===== config.mk =====
export PLATFORM = sky130hd
export DESIGN_NAME = rotation_matrix_to_quaternion
export DESIGN_NICKNAME = d
export VERILOG_FILES = /design/src/rtl/rmq_pkg.sv /design/src/rtl/rmq_sqrt_pipe.sv /design/src/rtl/rotation_matrix_to_quaternion.sv
export SDC_FILE = /design/constraint.sdc
export NUM_CORES = 2
export LEC_CHECK = 0
export BUFFER_PORTS_ARGS = -buffer_cell sky130_fd_sc_hd__buf_2
export CAP_MARGIN = 10
export CORE_MARGIN = 5
export CORE_UTILIZATION = 65
export CTS_CLUSTER_DIAMETER = 150
export CTS_CLUSTER_SIZE = 40
export DETAILED_ROUTE_END_ITERATION = 10
export PLACE_DENSITY_LB_ADDON = 0.15
export SLEW_MARGIN = 10
export SYNTH_ARGS = -nofsm -noshare
export SYNTH_HDL_FRONTEND = slang
export SYNTH_HIERARCHICAL = 1
export SYNTH_SLANG_ARGS = --single-unit

===== constraint.sdc =====
create_clock -name i_clk -period 12.4 [get_ports i_clk]
set_input_delay 1.24 -clock i_clk [delete_from_list [all_inputs] [get_ports i_clk]]
set_output_delay 1.24 -clock i_clk [all_outputs]
set_load 0.01 [all_outputs]

===== src/rtl/rmq_pkg.sv =====
// package: payload types and constants for the rotation matrix to quaternion block
`default_nettype none
package rmq_pkg;

    localparam int FRAC_BITS_DEF = 14;
    localparam int MAG_MAX       = 32767;
    localparam int ELEM_W        = 16;
    localparam int LANES         = 4;

    typedef struct packed {
        logic signed [ELEM_W-1:0] r00;
        logic signed [ELEM_W-1:0] r01;
        logic signed [ELEM_W-1:0] r02;
        logic signed [ELEM_W-1:0] r10;
        logic signed [ELEM_W-1:0] r11;
        logic signed [ELEM_W-1:0] r12;
        logic signed [ELEM_W-1:0] r20;
        logic signed [ELEM_W-1:0] r21;
        logic signed [ELEM_W-1:0] r22;
    } t_rmq_in;

    typedef struct packed {
        logic        [ELEM_W-2:0] quat_w;
        logic signed [ELEM_W-1:0] quat_x;
        logic signed [ELEM_W-1:0] quat_y;
        logic signed [ELEM_W-1:0] quat_z;
    } t_rmq_out;

endpackage
`default_nettype wire


===== src/rtl/rmq_sqrt_pipe.sv =====
// pipelined integer square root of (radicand << FRAC_BITS), one root bit per stage
`default_nettype none
module rmq_sqrt_pipe #(
    parameter int FRAC_BITS = rmq_pkg::FRAC_BITS_DEF,
    parameter int SW        = 17,
    parameter int RW        = 16
) (
    input  wire logic          i_clk,
    input  wire logic [RW-1:0] i_ld,
    input  wire logic [SW-1:0] i_rad,
    output logic      [RW-1:0] o_root
);

    localparam int NW = 2 * RW;

    logic [RW:0]   r_rem [RW-1];
    logic [NW-1:0] r_n   [RW-1];
    logic [RW-1:0] r_q   [RW];

    genvar j;
    generate
        for (j = 0; j < RW; j++) begin : g_stage
            logic [RW:0]   rem_i;
            logic [RW-1:0] q_i;
            logic [NW-1:0] n_i;
            logic [RW+2:0] rem_x;
            logic [RW+2:0] diff;
            logic [RW-1:0] n_q;

            if (j == 0) begin : g_first
                assign rem_i = '0;
                assign q_i   = '0;
                assign n_i   = NW'(i_rad) << FRAC_BITS;
            end else begin : g_next
                assign rem_i = r_rem[j-1];
                assign q_i   = r_q[j-1];
                assign n_i   = r_n[j-1];
            end

            // trial subtract of (4q + 1) from the shifted remainder
            assign rem_x = {rem_i, n_i[NW-1 -: 2]};
            assign diff  = rem_x - {1'b0, q_i, 2'b01};
            assign n_q   = {q_i[RW-2:0], ~diff[RW+2]};

            always_ff @(posedge i_clk) begin
                if (i_ld[j]) begin
                    r_q[j] <= n_q;
                end
            end

            if (j < RW - 1) begin : g_carry
                logic [RW:0] n_rem;
                assign n_rem = diff[RW+2] ? rem_x[RW:0] : diff[RW:0];
                always_ff @(posedge i_clk) begin
                    if (i_ld[j]) begin
                        r_rem[j] <= n_rem;
                        r_n[j]   <= n_i << 2;
                    end
                end
            end
        end
    endgenerate

    assign o_root = r_q[RW-1];

endmodule
`default_nettype wire


===== src/rtl/rotation_matrix_to_quaternion.sv =====
// top level: rotation matrix to quaternion, deep pipeline with per-stage valid bits
//
//   channel   direction   handshake            payload
//   matrix    in          i_valid / o_stall    i_data (rmq_pkg::t_rmq_in)
//   quat      out         o_valid / i_stall    o_data (rmq_pkg::t_rmq_out)
//
// one transaction per cycle sustained while the output is not stalled;
// latency is set by the square root, which resolves one root bit per stage
// stage 0 forms the four clamped sums, the last stage halves, saturates and signs
// synchronous reset clears the valid bits only; no clearing pass
// a stage holds only when it is full and the stage after it holds, so bubbles close up
`default_nettype none
module rotation_matrix_to_quaternion #(
    parameter int FRAC_BITS = rmq_pkg::FRAC_BITS_DEF
) (
    input  wire logic             i_clk,
    input  wire logic             i_rst_n,
    input  wire logic             i_valid,
    output logic                  o_stall,
    input  wire rmq_pkg::t_rmq_in i_data,
    output logic                  o_valid,
    input  wire logic             i_stall,
    output rmq_pkg::t_rmq_out     o_data
);

    localparam int SW  = $clog2((2 ** FRAC_BITS) + 3 * 32768 + 1);
    localparam int SSW = SW + 1;
    localparam int RW  = (SW + FRAC_BITS + 1) / 2;
    localparam int NS  = RW + 2;
    localparam int MW  = (RW > rmq_pkg::ELEM_W) ? RW : rmq_pkg::ELEM_W;
    localparam int EW  = rmq_pkg::ELEM_W;
    localparam logic signed [SSW-1:0] ONE_S = SSW'(2 ** FRAC_BITS);

    logic [NS-1:0] r_vld;
    logic [NS-1:0] rdy;

    logic signed [SSW-1:0] sum   [rmq_pkg::LANES];
    logic        [SW-1:0]  r_s   [rmq_pkg::LANES];
    logic        [RW-1:0]  root  [rmq_pkg::LANES];
    logic        [EW-2:0]  mag   [rmq_pkg::LANES];
    logic        [2:0]     r_neg [RW+1];
    logic        [2:0]     n_neg;
    rmq_pkg::t_rmq_out     n_out;
    rmq_pkg::t_rmq_out     r_out;

    // ready chain, output side first
    always_comb begin
        rdy[NS-1] = !r_vld[NS-1] || !i_stall;
        for (int k = NS - 2; k >= 0; k--) begin
            rdy[k] = !r_vld[k] || rdy[k+1];
        end
    end

    always_ff @(posedge i_clk) begin
        if (!i_rst_n) begin
            r_vld <= '0;
        end else begin
            if (rdy[0]) begin
                r_vld[0] <= i_valid;
            end
            for (int k = 1; k < NS; k++) begin
                if (rdy[k]) begin
                    r_vld[k] <= r_vld[k-1];
                end
            end
        end
    end

    // stage 0: diagonal sums and off-diagonal signs
    always_comb begin
        sum[0] = ONE_S + SSW'(i_data.r00) + SSW'(i_data.r11) + SSW'(i_data.r22);
        sum[1] = ONE_S + SSW'(i_data.r00) - SSW'(i_data.r11) - SSW'(i_data.r22);
        sum[2] = ONE_S - SSW'(i_data.r00) + SSW'(i_data.r11) - SSW'(i_data.r22);
        sum[3] = ONE_S - SSW'(i_data.r00) - SSW'(i_data.r11) + SSW'(i_data.r22);
        n_neg[0] = i_data.r21 < i_data.r12;
        n_neg[1] = i_data.r02 < i_data.r20;
        n_neg[2] = i_data.r10 < i_data.r01;
    end

    always_ff @(posedge i_clk) begin
        if (rdy[0]) begin
            for (int l = 0; l < rmq_pkg::LANES; l++) begin
                r_s[l] <= sum[l][SW] ? '0 : sum[l][SW-1:0];
            end
            r_neg[0] <= n_neg;
        end
        for (int k = 1; k <= RW; k++) begin
            if (rdy[k]) begin
                r_neg[k] <= r_neg[k-1];
            end
        end
    end

    genvar g;
    generate
        for (g = 0; g < rmq_pkg::LANES; g++) begin : g_lane
            logic [MW-1:0] half;

            rmq_sqrt_pipe #(
                .FRAC_BITS (FRAC_BITS),
                .SW        (SW),
                .RW        (RW)
            ) u_sqrt (
                .i_clk  (i_clk),
                .i_ld   (rdy[RW:1]),
                .i_rad  (r_s[g]),
                .o_root (root[g])
            );

            assign half   = MW'(root[g]) >> 1;
            assign mag[g] = (half > MW'(rmq_pkg::MAG_MAX)) ? (EW-1)'(rmq_pkg::MAG_MAX)
                                                           : half[EW-2:0];
        end
    endgenerate

    // output stage: apply signs
    always_comb begin
        n_out.quat_w = mag[0];
        n_out.quat_x = r_neg[RW][0] ? -$signed({1'b0, mag[1]}) : $signed({1'b0, mag[1]});
        n_out.quat_y = r_neg[RW][1] ? -$signed({1'b0, mag[2]}) : $signed({1'b0, mag[2]});
        n_out.quat_z = r_neg[RW][2] ? -$signed({1'b0, mag[3]}) : $signed({1'b0, mag[3]});
    end

    always_ff @(posedge i_clk) begin
        if (rdy[NS-1]) begin
            r_out <= n_out;
        end
    end

    assign o_valid = r_vld[NS-1];
    assign o_data  = r_out;
    assign o_stall = !rdy[0];

`ifndef SYNTHESIS
    a_full_stall: assert property (@(posedge i_clk) disable iff (!i_rst_n)
        (o_valid && i_stall && (&r_vld)) |-> o_stall)
        else $error("full pipeline with held result accepted a transaction");

    a_drain_rate: assert property (@(posedge i_clk) disable iff (!i_rst_n)
        1'b1 |=> ($countones(r_vld) + 1 >= $past($countones(r_vld))))
        else $error("pipeline lost more than one transaction in a cycle");

    a_no_min: assert property (@(posedge i_clk) disable iff (!i_rst_n)
        o_valid |-> (o_data.quat_x != 16'sh8000 && o_data.quat_y != 16'sh8000 &&
                     o_data.quat_z != 16'sh8000))
        else $error("signed part exceeds saturated magnitude");
`endif

endmodule
`default_nettype wire


==> impl_metrics.env <==
export IMPL_crit_buf_inv=1
export IMPL_cts_sinks=1844
export IMPL_syn_nets=8134
export IMPL_cpPeakStageDelay_ps=580
export IMPL_cts_tree="yes"
export IMPL_synth_area_um2=94000
export IMPL_skew_ps=67.5
export IMPL_grt_antenna_before_repair=10
export IMPL_fin_setup_tns_ps=0
export IMPL_port_buffers=212
export IMPL_timing_slew_headroom_pct=21.2
export IMPL_syn_inst=7321
export IMPL_holdBufCountCts=0
export IMPL_ir_drop_v=0.000140
export IMPL_startpoint_type="input port"
export IMPL_syn_avg_cell_area_um2=12.8
export IMPL_avgViaCountPerCell=5.65
export IMPL_crit_path_end_kind="register"
export IMPL_initial_core_util_pct=65.4
export IMPL_clk_pin_slew_ps=150
export IMPL_grt_usage_pct=19.3
export IMPL_yosysWarnings=6
export IMPL_die_width_um=390
export IMPL_path_max_fanout=15
export IMPL_grt_first_pass_wirelength_um=250000
export IMPL_max_freq_mhz=178
export IMPL_clockBufferDepth=3
export IMPL_wl_um=147000
export IMPL_layout_worst_path_cycle_share_pct=45.4
export IMPL_avgRoutedWirePerCell_um=15.6
export IMPL_place_area_um2=97300
export IMPL_worst_pin_slew_ps=1180
export IMPL_grt_pass1_vias=53200
export IMPL_critPathTopFamily="compound AO/OA/AOI/OAI gates"
export IMPL_grt_max_degree=94
export IMPL_cts_root_buffer="clkbuf_16"
export IMPL_area_growth_pct=5.09
export IMPL_firstDrtPassIters=5
export IMPL_crit_arrival_ps=6070
export IMPL_hold_class="register to register"
export IMPL_rows=139
export IMPL_drv_slew=0
export IMPL_detail_route_antenna_nets=0
export IMPL_crit_chain="buf_2, or4_1, or4_1, nor3_1, xnor2_1, fa_1, ha_1, a21oi_1, o21ai_0, a221o_1, a2111oi_2, o31ai_1, a21oi_1, xor2_2, nor4_1"
export IMPL_power_density_nw_per_um2=264
export IMPL_worstSkewPairLatency_ps=700
export IMPL_fp_dieH_um=390
export IMPL_status="complete, no violations"
export IMPL_place_ws_ps=6080
export IMPL_gp_congestion=0.924
export IMPL_overflow=0
export IMPL_rsz0062_at_grt="false"
export IMPL_cpMaxStageDelayCell="or4_1"
export IMPL_worstSetupPathType="input port to register"
export IMPL_io_pins=213
export IMPL_critical_path_required_ps=12850
export IMPL_h_tree_depth=2
export IMPL_maxCapViolCount=0
export IMPL_drive_above_1_share_pct=9.23
export IMPL_dp_hpwl_um=114000
export IMPL_min_period_ps=5630
export IMPL_hold_violations=0
export IMPL_layout_setup_ws_ps=6770
export IMPL_dieArea_um2=152000
export IMPL_vias=53300
export IMPL_fin_nets=8316
export IMPL_fin_area_um2=98700
export IMPL_ctsResizeCount=0
export IMPL_cts_buffers=52
export IMPL_post_cts_buffers=0
export IMPL_setup_viol=0
export IMPL_drt_iter0_markers=2633
export IMPL_drc=0
export IMPL_core_um2=144000
export IMPL_p_leak_nw=39.9
[worst reg2reg max path: stages, from the launching register on]
cell and delay, ps:
dfxtp_1 470, nand4_1 120, nor2_1 430, and2_1 630
and3_1 540, and3_1 460, nand3_4 400, buf_4 540
[sequential cells by signal (all words and copies together), names as in the netlist]
signal / count
g_lane.u_sqrt/r_q: 540
r_s: 68
r_vld: 18
o_data: 63
g_lane.u_sqrt/r_rem: 816
r_neg: 51
g_lane.u_sqrt/r_n: 288
[final cells by class]
| type | instances | area [um^2] |
|---|---|---|
| Sequential cell | 1844 | 55200 |
| Fill cell | 9918 | 44900 |
| Multi-Input combinational cell | 4625 | 35600 |
| Inverter | 724 | 2730 |
| Tap cell | 1903 | 2380 |
| Clock buffer | 73 | 1400 |
| Timing Repair Buffer | 256 | 1390 |
| Clock inverter | 1 | 30.0 |
| Antenna cell | 4 | 10.0 |
[worst paths after layout]
kind	from	end	slack, ps	cells past startpoint
worst max-delay path	i_data[131]	r_s[2][8]$_SDFFCE_PP0P_	6770	15
worst min-delay path	r_s[1][1]$_SDFFCE_PP0P_	g_lane[1].u_sqrt/r_n[0][13]$_DFFE_PP_	370	0
worst max register to register	r_vld[15]$_SDFFE_PN0P_	g_lane[3].u_sqrt/r_rem[0][100]$_DFFE_PP_	8260	7
worst min register to register	r_s[1][1]$_SDFFCE_PP0P_	g_lane[1].u_sqrt/r_n[0][13]$_DFFE_PP_	370	0
[per-layer routing]
layer | vias up | part of all wire, % | track usage [%]
li1 | 26900 | - | -
met2 | 747 | 52 | 36.1
met5 | - | 0.047 | 0
met4 | 10 | 1.4 | 3.36
met1 | 25400 | 43 | 24.8
met3 | 151 | 3.3 | 2.18
[through the flow]
step / total power, mW / hold slack, ps / util (%) / cells
after global placement: 23.2 / 400 / 67.7 / 9352
after detailed placement: 23.8 / 405 / 67.7 / 9352
after floorplan: 21.1 / 400 / - / 7321
after global routing: 28.2 / 377 / 68.7 / 9427
final: 26.1 / 373 / 68.7 / 9430
after CTS: 26.2 / 373 / 68.7 / 9426
[power by group]
group          internal, mW  switching, mW  total (mW)
clock network         0.807           1.60        2.40
registers              10.6           1.61        12.2
logic                  5.54           5.91        11.5
[placed cells by master, fill, tap and decap left out, types with 81 or more instances in the layout]
master and instances:
nand2b_1 81, mux2_2 230, nand2_1 350, o21ai_0 331
nand3_1 100, a21oi_1 349, ha_1 572, a21o_1 146
buf_2 212, edfxtp_1 1826, nor2b_1 103, fa_1 93
xor2_1 284, or3_1 85, nor2_1 376, nor3_1 194
o21a_1 117, xnor2_1 421, inv_1 712
(Power assumes the default switching activity.)
